### src/hdl/uer_pkg.sv
// shared types, register map and constants for the echo ranger
package uer_pkg;

  // measurement cycle phases
  typedef enum logic [1:0] {
    PH_TRIGGER = 2'd0,
    PH_WAIT    = 2'd1,
    PH_COUNT   = 2'd2,
    PH_GAP     = 2'd3
  } phase_t;

  // per-tick flags handed from the front end to the back end
  typedef struct packed {
    logic trigger;
    logic done;
    logic overflow;
  } tick_flags_t;

  // one result beat
  typedef struct packed {
    logic        trigger;
    logic        done_res;
    logic        out_of_range;
    logic [10:0] distance_cm;
    logic [15:0] pulse_ticks;
    logic [3:0]  digit_metres;
    logic [3:0]  digit_decimetres;
    logic [3:0]  digit_centimetres;
  } result_t;

  // register map, index is paddr[3:2]
  localparam int         REG_AW            = 4;
  localparam logic [1:0] REG_TRIGGER_TICKS = 2'd0;
  localparam logic [1:0] REG_GAP_TICKS     = 2'd1;
  localparam logic [1:0] REG_MAX_RANGE     = 2'd2;

  localparam logic [7:0]  TRIGGER_TICKS_RST = 8'd21;
  localparam logic [19:0] GAP_TICKS_RST     = 20'd73728;
  localparam logic [10:0] MAX_RANGE_RST     = 11'd700;

  // distance = floor(ticks * 17 / 1000), the divide done by reciprocal
  localparam int          DIV_DIVISOR = 1000;
  localparam int          DIV_SHIFT   = 32;
  localparam int          RECIP_W     = 23;
  localparam logic [22:0] DIV_RECIP   = 23'd4294967;
  localparam logic [10:0] DIST_SAT    = 11'd2047;

  // hundreds digit of a value below 1000
  function automatic logic [3:0] hundreds_of(input logic [9:0] val);
    logic [3:0] d;
    d = '0;
    for (int k = 1; k < 10; k++) begin
      if (val >= 10'(k * 100)) d = 4'(k);
    end
    return d;
  endfunction

  // tens digit of a value below 100
  function automatic logic [3:0] tens_of(input logic [6:0] val);
    logic [3:0] d;
    d = '0;
    for (int k = 1; k < 10; k++) begin
      if (val >= 7'(k * 10)) d = 4'(k);
    end
    return d;
  endfunction

endpackage

### src/hdl/uer_queue.sv
// small register-based first-in first-out queue
module uer_queue #(
  parameter int WIDTH = 8,
  parameter int DEPTH = 4
) (
  input  logic             clk,
  input  logic             rst_n,
  input  logic             wr_en,
  input  logic [WIDTH-1:0] wr_data,
  input  logic             rd_en,
  output logic [WIDTH-1:0] rd_data,
  output logic             full,
  output logic             empty
);

  localparam int AW = (DEPTH > 1) ? $clog2(DEPTH) : 1;
  localparam int CW = $clog2(DEPTH + 1);

  logic [WIDTH-1:0] mem_r [DEPTH];
  logic [AW-1:0]    wr_ptr_r, wr_ptr_nxt;
  logic [AW-1:0]    rd_ptr_r, rd_ptr_nxt;
  logic [CW-1:0]    count_r, count_nxt;
  logic             wr_ok, rd_ok;

  assign full    = (count_r == CW'(DEPTH));
  assign empty   = (count_r == '0);
  assign wr_ok   = wr_en & ~full;
  assign rd_ok   = rd_en & ~empty;
  assign rd_data = mem_r[rd_ptr_r];

  // pointer and fill count update
  always_comb begin
    wr_ptr_nxt = wr_ptr_r;
    rd_ptr_nxt = rd_ptr_r;
    if (wr_ok) begin
      wr_ptr_nxt = (wr_ptr_r == AW'(DEPTH - 1)) ? '0 : wr_ptr_r + AW'(1);
    end
    if (rd_ok) begin
      rd_ptr_nxt = (rd_ptr_r == AW'(DEPTH - 1)) ? '0 : rd_ptr_r + AW'(1);
    end
    count_nxt = count_r + CW'(wr_ok) - CW'(rd_ok);
  end

  always_ff @(posedge clk) begin
    if (!rst_n) begin
      wr_ptr_r <= '0;
      rd_ptr_r <= '0;
      count_r  <= '0;
    end else begin
      wr_ptr_r <= wr_ptr_nxt;
      rd_ptr_r <= rd_ptr_nxt;
      count_r  <= count_nxt;
    end
  end

  // storage
  always_ff @(posedge clk) begin
    if (wr_ok) begin
      mem_r[wr_ptr_r] <= wr_data;
    end
  end

endmodule

### src/hdl/uer_front.sv
// front end: phase sequencer that classifies each tick
module uer_front #(
  parameter int COUNTER_BITS = 16
) (
  input  logic                    clk,
  input  logic                    rst_n,
  input  logic                    accept,
  input  logic                    echo,
  input  logic [7:0]              trigger_ticks,
  input  logic [19:0]             gap_ticks,
  output uer_pkg::tick_flags_t    tick_flags,
  output logic [COUNTER_BITS-1:0] tick_pulse
);

  import uer_pkg::*;

  phase_t                  phase_r, phase_nxt;
  logic [COUNTER_BITS-1:0] count_r, count_nxt, count_inc;
  logic                    ovf_r, ovf_nxt;
  logic [19:0]             timer_r, timer_nxt, timer_inc;
  logic [7:0]              trig_len;

  assign timer_inc = timer_r + 20'd1;
  assign count_inc = count_r + COUNTER_BITS'(1);
  assign trig_len  = (trigger_ticks == '0) ? 8'd1 : trigger_ticks;

  // state register, advanced only on an accepted tick
  always_ff @(posedge clk) begin
    if (!rst_n) begin
      phase_r <= PH_TRIGGER;
      count_r <= '0;
      ovf_r   <= 1'b0;
      timer_r <= '0;
    end else if (accept) begin
      phase_r <= phase_nxt;
      count_r <= count_nxt;
      ovf_r   <= ovf_nxt;
      timer_r <= timer_nxt;
    end
  end

  // next phase and tick classification
  always_comb begin
    phase_nxt  = phase_r;
    count_nxt  = count_r;
    ovf_nxt    = ovf_r;
    timer_nxt  = timer_r;
    tick_flags = '0;
    tick_pulse = '0;
    unique case (phase_r)
      PH_TRIGGER: begin
        tick_flags.trigger = 1'b1;
        timer_nxt          = timer_inc;
        if (timer_inc >= {12'd0, trig_len}) begin
          timer_nxt = '0;
          phase_nxt = PH_WAIT;
        end
      end
      PH_WAIT: begin
        // first high tick already counts
        if (echo) begin
          count_nxt = count_inc;
          if (count_inc == '0) ovf_nxt = 1'b1;
          phase_nxt = PH_COUNT;
        end
      end
      PH_COUNT: begin
        if (echo) begin
          count_nxt = count_inc;
          if (count_inc == '0) ovf_nxt = 1'b1;
        end else begin
          tick_flags.done     = 1'b1;
          tick_flags.overflow = ovf_r;
          tick_pulse          = count_r;
          count_nxt           = '0;
          ovf_nxt             = 1'b0;
          timer_nxt           = '0;
          phase_nxt           = (gap_ticks == '0) ? PH_TRIGGER : PH_GAP;
        end
      end
      PH_GAP: begin
        timer_nxt = timer_inc;
        if (timer_inc >= gap_ticks) begin
          timer_nxt = '0;
          phase_nxt = PH_TRIGGER;
        end
      end
      default: begin
        phase_nxt = PH_TRIGGER;
      end
    endcase
  end

endmodule

### src/hdl/uer_back.sv
// back end: distance scaling, range check, digit split and result queue
module uer_back #(
  parameter int COUNTER_BITS = 16,
  parameter int OUT_DEPTH    = 8
) (
  input  logic                    clk,
  input  logic                    rst_n,
  input  logic                    tick_valid,
  output logic                    tick_ready,
  input  uer_pkg::tick_flags_t    tick_flags,
  input  logic [COUNTER_BITS-1:0] tick_pulse,
  input  logic [10:0]             max_range_cm,
  input  logic                    out_pop,
  output logic                    out_empty,
  output uer_pkg::result_t        out_res
);

  import uer_pkg::*;

  localparam int XW = COUNTER_BITS + 5;
  localparam int PW = XW + RECIP_W;
  localparam int CW = $clog2(OUT_DEPTH + 1);

  // credits for free result queue slots
  logic [CW-1:0] credits_r, credits_nxt;
  logic          pop_ok;

  // stage registers
  logic          v1_r, v2_r, v3_r, v4_r;
  tick_flags_t   f1_r, f2_r, f3_r;
  logic [15:0]   p1_r, p2_r, p3_r;
  logic [XW-1:0] x1_r, x2_r;
  logic [PW-1:0] prod2_r;
  logic [10:0]   dist3_r;
  logic          oor3_r;
  result_t       res4_r;

  // stage one, three and four combinational terms
  logic [XW-1:0] x_in, q_x, rem, q_fix;
  logic [10:0]   dist_cm;
  logic [9:0]    r1;
  logic [6:0]    r2;
  logic [3:0]    dig_m, dig_d, dig_c;
  logic          show_digits;

  assign pop_ok     = out_pop & ~out_empty;
  assign tick_ready = tick_valid & (credits_r != '0);

  always_comb begin
    credits_nxt = credits_r - CW'(tick_ready) + CW'(pop_ok);
  end

  // ticks * 17 as shift and add
  assign x_in = (XW'(tick_pulse) << 4) + XW'(tick_pulse);

  // reciprocal quotient, then one correction step
  always_comb begin
    q_x     = XW'(prod2_r[PW-1:DIV_SHIFT]);
    rem     = x2_r - q_x * XW'(DIV_DIVISOR);
    q_fix   = (rem >= XW'(DIV_DIVISOR)) ? q_x + XW'(1) : q_x;
    dist_cm = (q_fix > XW'(DIST_SAT)) ? DIST_SAT : q_fix[10:0];
  end

  // decimal digit split
  always_comb begin
    if (dist3_r >= 11'd2000) begin
      r1 = 10'(dist3_r - 11'd2000);
    end else if (dist3_r >= 11'd1000) begin
      r1 = 10'(dist3_r - 11'd1000);
    end else begin
      r1 = dist3_r[9:0];
    end
    dig_m       = hundreds_of(r1);
    r2          = 7'(r1 - 10'(dig_m) * 10'd100);
    dig_d       = tens_of(r2);
    dig_c       = 4'(r2 - 7'(dig_d) * 7'd10);
    show_digits = f3_r.done & ~oor3_r;
  end

  // control registers
  always_ff @(posedge clk) begin
    if (!rst_n) begin
      credits_r <= CW'(OUT_DEPTH);
      v1_r      <= 1'b0;
      v2_r      <= 1'b0;
      v3_r      <= 1'b0;
      v4_r      <= 1'b0;
    end else begin
      credits_r <= credits_nxt;
      v1_r      <= tick_ready;
      v2_r      <= v1_r;
      v3_r      <= v2_r;
      v4_r      <= v3_r;
    end
  end

  // datapath registers
  always_ff @(posedge clk) begin
    f1_r    <= tick_flags;
    p1_r    <= 16'(tick_pulse);
    x1_r    <= x_in;

    f2_r    <= f1_r;
    p2_r    <= p1_r;
    x2_r    <= x1_r;
    prod2_r <= PW'(x1_r) * PW'(DIV_RECIP);

    f3_r    <= f2_r;
    p3_r    <= p2_r;
    dist3_r <= dist_cm;
    oor3_r  <= f2_r.done & (f2_r.overflow | (dist_cm >= max_range_cm));

    res4_r.trigger           <= f3_r.trigger;
    res4_r.done_res          <= f3_r.done;
    res4_r.out_of_range      <= oor3_r;
    res4_r.distance_cm       <= dist3_r;
    res4_r.pulse_ticks       <= p3_r;
    res4_r.digit_metres      <= show_digits ? dig_m : 4'd0;
    res4_r.digit_decimetres  <= show_digits ? dig_d : 4'd0;
    res4_r.digit_centimetres <= show_digits ? dig_c : 4'd0;
  end

  // result queue, space reserved by credits at issue
  uer_queue #(
    .WIDTH ($bits(result_t)),
    .DEPTH (OUT_DEPTH)
  ) u_out_queue (
    .clk     (clk),
    .rst_n   (rst_n),
    .wr_en   (v4_r),
    .wr_data (res4_r),
    .rd_en   (pop_ok),
    .rd_data (out_res),
    .full    (),
    .empty   (out_empty)
  );

endmodule

### src/hdl/ultrasonic_echo_ranger_core.sv
// top level of the ultrasonic echo ranger: register port, front end, tick queue, back end
// The core takes one timer tick beat per clock cycle (push while full is low) and returns one
// result beat per tick in order: the trigger level for that tick and, on the tick the echo
// falls, the distance floor(ticks*17/1000) in cm with its three decimal digits and a range
// flag. The phase sequencer in the front end steps once per accepted tick, so a beat can be
// pushed every cycle; the back end is a pipeline (scale, reciprocal multiply, correct and
// range check, digit split, queue write), and a result reaches the out_ ports through the
// tick queue, that pipeline and the result queue. full rises only when the result queue is
// popped more slowly than ticks are pushed and the tick queue has filled behind it. Write the
// registers over the APB port at byte addresses 0 (trigger_ticks), 4 (gap_ticks) and 8
// (max_range_cm) only while no beats are in flight; the core does not enforce this.
module ultrasonic_echo_ranger_core #(
  parameter int COUNTER_BITS = 16,
  parameter int MID_DEPTH    = 4,
  parameter int OUT_DEPTH    = 8
) (
  input  logic                       clk,
  input  logic                       rst_n,
  // tick input
  input  logic                       push,
  output logic                       full,
  input  logic                       in_echo,
  // results
  input  logic                       pop,
  output logic                       empty,
  output logic                       out_trigger,
  output logic                       out_done_res,
  output logic                       out_out_of_range,
  output logic [10:0]                out_distance_cm,
  output logic [15:0]                out_pulse_ticks,
  output logic [3:0]                 out_digit_metres,
  output logic [3:0]                 out_digit_decimetres,
  output logic [3:0]                 out_digit_centimetres,
  // register port
  input  logic                       psel,
  input  logic                       penable,
  input  logic                       pwrite,
  input  logic [uer_pkg::REG_AW-1:0] paddr,
  input  logic [31:0]                pwdata,
  output logic [31:0]                prdata,
  output logic                       pready
);

  import uer_pkg::*;

  localparam int TW = $bits(tick_flags_t) + COUNTER_BITS;

  logic [7:0]              trigger_ticks_r;
  logic [19:0]             gap_ticks_r;
  logic [10:0]             max_range_r;
  logic                    reg_wr;

  logic                    accept;
  tick_flags_t             fe_flags, be_flags;
  logic [COUNTER_BITS-1:0] fe_pulse, be_pulse;
  logic [TW-1:0]           mid_rd_data;
  logic                    mid_empty, mid_rd;
  result_t                 res;

  assign pready = 1'b1;
  assign reg_wr = psel & penable & pwrite;

  // configuration registers
  always_ff @(posedge clk) begin
    if (!rst_n) begin
      trigger_ticks_r <= TRIGGER_TICKS_RST;
      gap_ticks_r     <= GAP_TICKS_RST;
      max_range_r     <= MAX_RANGE_RST;
    end else if (reg_wr) begin
      unique case (paddr[3:2])
        REG_TRIGGER_TICKS: trigger_ticks_r <= pwdata[7:0];
        REG_GAP_TICKS:     gap_ticks_r     <= pwdata[19:0];
        REG_MAX_RANGE:     max_range_r     <= pwdata[10:0];
        default: begin
        end
      endcase
    end
  end

  // register read back
  always_comb begin
    unique case (paddr[3:2])
      REG_TRIGGER_TICKS: prdata = {24'd0, trigger_ticks_r};
      REG_GAP_TICKS:     prdata = {12'd0, gap_ticks_r};
      REG_MAX_RANGE:     prdata = {21'd0, max_range_r};
      default:           prdata = '0;
    endcase
  end

  assign accept = push & ~full;

  uer_front #(
    .COUNTER_BITS (COUNTER_BITS)
  ) u_front (
    .clk           (clk),
    .rst_n         (rst_n),
    .accept        (accept),
    .echo          (in_echo),
    .trigger_ticks (trigger_ticks_r),
    .gap_ticks     (gap_ticks_r),
    .tick_flags    (fe_flags),
    .tick_pulse    (fe_pulse)
  );

  // classified ticks between front and back end
  uer_queue #(
    .WIDTH (TW),
    .DEPTH (MID_DEPTH)
  ) u_mid_queue (
    .clk     (clk),
    .rst_n   (rst_n),
    .wr_en   (accept),
    .wr_data ({fe_flags, fe_pulse}),
    .rd_en   (mid_rd),
    .rd_data (mid_rd_data),
    .full    (full),
    .empty   (mid_empty)
  );

  assign be_flags = mid_rd_data[TW-1:COUNTER_BITS];
  assign be_pulse = mid_rd_data[COUNTER_BITS-1:0];

  uer_back #(
    .COUNTER_BITS (COUNTER_BITS),
    .OUT_DEPTH    (OUT_DEPTH)
  ) u_back (
    .clk          (clk),
    .rst_n        (rst_n),
    .tick_valid   (~mid_empty),
    .tick_ready   (mid_rd),
    .tick_flags   (be_flags),
    .tick_pulse   (be_pulse),
    .max_range_cm (max_range_r),
    .out_pop      (pop),
    .out_empty    (empty),
    .out_res      (res)
  );

  assign out_trigger           = res.trigger;
  assign out_done_res          = res.done_res;
  assign out_out_of_range      = res.out_of_range;
  assign out_distance_cm       = res.distance_cm;
  assign out_pulse_ticks       = res.pulse_ticks;
  assign out_digit_metres      = res.digit_metres;
  assign out_digit_decimetres  = res.digit_decimetres;
  assign out_digit_centimetres = res.digit_centimetres;

endmodule

### config.mk
export PLATFORM = sky130hd
export DESIGN_NAME = ultrasonic_echo_ranger_core
export DESIGN_NICKNAME = d
export VERILOG_FILES = /design/src/hdl/uer_pkg.sv /design/src/hdl/uer_queue.sv /design/src/hdl/uer_front.sv /design/src/hdl/uer_back.sv /design/src/hdl/ultrasonic_echo_ranger_core.sv
export SDC_FILE = /design/constraint.sdc
export NUM_CORES = 1
export LEC_CHECK = 0
export ABC_AREA = 1
export ABC_CLOCK_PERIOD_IN_PS = 20700
export BUFFER_PORTS_ARGS = -buffer_cell sky130_fd_sc_hd__buf_2
export CORE_UTILIZATION = 62
export DETAILED_ROUTE_END_ITERATION = 16
export PLACE_DENSITY = 0.8
export RECOVER_POWER = 100
export SLEW_MARGIN = 10
export SYNTH_ARGS = -nofsm -noshare
export SYNTH_HDL_FRONTEND = slang
export SYNTH_SLANG_ARGS = --single-unit
### constraint.sdc
create_clock -name clk -period 20.7 [get_ports clk]
set_input_delay 4.14 -clock clk [delete_from_list [all_inputs] [get_ports clk]]
set_output_delay 4.14 -clock clk [all_outputs]
set_load 0.02 [all_outputs]
==> out/metrics.csv <==
metric,value,unit
residual DRC count,0,
main area contributors after synthesis,"edfxtp_1, dfxtp_1, ha_1, fa_1, inv_1",
die width,245,microns
nets,4238,
R2R cell count,41,
Post-synth ARST share,0,%
post-DP HPWL,51300,microns
Fin Setup TNS,0,ps
aggregate global routing overflow,0,
outcome,finished with violations,
FP Rows,88,
cts hold-fix bufs,0,
storage element area,17700,sq um
Most used DFF post-synth,edfxtp_1,
FMAX,74.0,MHz
via/cell ratio,5.62,
Netlist cell types,65,
Hold Path Cell Cnt,0,
drt first pass iters,5,
vias,25169,
drt total wl,77900,microns
I/O pin count,121,
cell count after placement,4358,
total CTS buffers,66,
area of the multi-input gates,16600,sq um
root buffer cell,clkbuf_16,
post-synthesis area per instance,10.2,sq um
maximum fanout along the worst path,128,
post-synth top area share,33.7,%
post-layout util,69.0,%
Die H,245,microns
Hold WC Path Type,flop to flop,
Hold Startpoint,u_back.p2_r[4],
final worst path period share,65.3,%
DR WL/cell,17.4,microns
Post-Layout Cell Count,4480,
Max-cap violations,12,
PortBufs,93,
Fillers,4158,
cell taking the most area after synthesis,edfxtp_1,
Startpoint Class,flop,
failing checks,"max-capacitance violations, max-slew violations",
Clock Latency Late Sink,620,ps
Rel. slew slack,-233,%
RR Startpoint,u_back.prod2_r[32],
Area Growth Syn to Fin,9.18,%
hold path endpoint,u_back.p3_r[4],
layout cell share with drive strength beyond 1,5.14,%
CTS max path bufs,3,
initial antenna violation count,3,
Final Hold Fails,0,
Sink Count,676,
cell area after layout,40100,sq um
largest net degree at the start of global routing,129,
FF-to-FF setup slack,11380,ps
Initial Util,63.2,%
RSZ-0062 raised after global routing,no,
synthesized cell area,36700,sq um
Die Area,60200,sq um
critical path type,flop to output port,
Global Route Usage Sum,26.2,%
number of global-route vias before repair,24612,
Mapped Cells,3585,
core area,58100,sq um
#FFs+latches synth,676,
CTS resizes,0,
global-route wire length before repair,124000,microns
Iteration-0 DRC Markers,1917,
critical path capture point type,output port,
"Seq/Total Area, Yosys",48.1,%
number of synthesized flops with an enable pin,412,
# Post-CTS Setup Buffers,0,
Critical R2R Capture,u_back.oor3_r,
max-slew violations,670,
Worst Path Required,16560,ps
WP data arrival,9370,ps
Post-DP Area,37900,sq um
Clock Pin Slew Worst Setup and Hold Paths,70,ps
H-tree depth,3,
Final Wtd Congestion,0.890,
worst slew pin tran,5000,ps
CTS tree,yes,
Final setup viols,0,
Ys Warns,0,
minimum clock period,13510,ps
clk_skew,41.3,ps
Antenna Nets Post-Route,0,
critical path, cell delays in order, from the launching register on:
cell and delay (ps):
dfxtp_1 2440, clkinvlp_2 2430, clkbuf_1 2050, o21ai_0 980, o22ai_1 170, nor2_1 140
a31oi_1 90, clkbuf_1 240
final cells by class:
| type | instances | share of cell area, % |
|---|---|---|
| antenna | 1 | 0.00624 |
| sequential | 676 | 44.0 |
| inverter | 533 | 5.00 |
| clock buffer | 88 | 4.79 |
| clock inverter | 33 | 1.07 |
| multi-input combinational | 2269 | 41.5 |
| timing repair buffer | 115 | 1.24 |
| tap | 765 | 2.39 |
layer usage:
metal	up-vias	wire length, microns	share of wire [%]	global-route usage [%]
met3	163	5330	6.8	4.33
met1	12020	32500	42	34.2
met4	2	1940	2.5	8.42
li1	12172	-	-	-
met2	812	38200	49	44.5
met5	-	11	0.014	0
logic make-up (layout without fill, tap and decap cells):
kind of cell	count (synthesis)	in the layout	share of synthesized area, %
compound gates	661	661	10.1
fa+ha+maj	533	533	21.7
xor+xnor	97	97	2.31
simple gates	964	964	10.9
mux	1	1	0.0273
flops	676	676	48.1
other cells	2	14	0.0204
buf+inv	651	769	6.82
Yosys cell counts, drive strengths merged (2+ instances only):
cell     instances
a211oi          10
a21o             6
a21oi          173
a221oi           2
a22oi            4
a2bb2oi          2
a31oi           48
a32oi            4
a41oi            3
and2             3
buf             23
clkbuf          95
clkinv           3
conb             2
dfxtp          264
edfxtp         412
fa             172
ha             361
inv            530
nand2          341
nand2b           2
nand3           58
nand3b          10
nand4           27
nor2           469
nor3            32
nor4            11
o2111ai          2
o211a            3
o211ai          16
o21a             6
o21ai          294
o21bai           9
o221a            2
o221ai           8
o22ai           60
o31ai            3
or2             10
xnor2           25
xor2            72
cells in the final DEF (no fill, tap or decap), types with 13 or more instances in the layout:
master     netlist  routed
edfxtp_1       412     412
o21ai_0        288     290
o211ai_1        15      15
nand3_1         52      54
nand4_1         27      27
clkbuf_1        95      85
clkbuf_16        0      70
nor2_1         466     458
xnor2_1         25      25
o22ai_1         60      60
nand2_1        326     329
conb_1           2      13
a31oi_1         48      48
dfxtp_1        264     263
xor2_1          72      72
buf_2            2      31
inv_1          527     525
a21oi_1        172     172
fa_1           172     172
ha_1           361     361
nor3_1          31      31
worst max path at each step:
stage,start,end,slack (ps),cells past startpoint
after global routing,flop,out_pulse_ticks[14],6340,7
after floorplan,paddr[2],prdata[9],11390,5
final,flop,out_distance_cm[10],7190,7
after CTS,paddr[2],prdata[8],11090,6
after detailed placement,paddr[2],prdata[8],11090,6
after global placement,paddr[2],prdata[8],11100,6
flip-flops by register name (all words and copies together) (netlist names), 4 cells and up, named ones only:
signal / count
u_back.u_out_queue.count_r: 4
u_back.p3_r: 16
max_range_r: 11
u_front.timer_r: 20
u_back.u_out_queue.mem_r: 336
u_back.x2_r: 17
gap_ticks_r: 20
u_mid_queue.mem_r: 76
u_back.p2_r: 16
trigger_ticks_r: 8
u_back.res4_r: 42
u_back.credits_r: 4
u_back.prod2_r: 12
u_front.count_r: 16
u_back.x1_r: 17
u_back.p1_r: 16
u_back.dist3_r: 11
through the flow:
step	hold slack, ps	setup slack, ps
floorplan	310	11390
global placement	311	11100
detailed placement	312	11090
CTS	292	11090
global route	303	6340
finish	295	7190
Power is left out: the tool's default activity adds up to more than one toggle a clock period on the data nets, which glitch-free logic cannot reach.
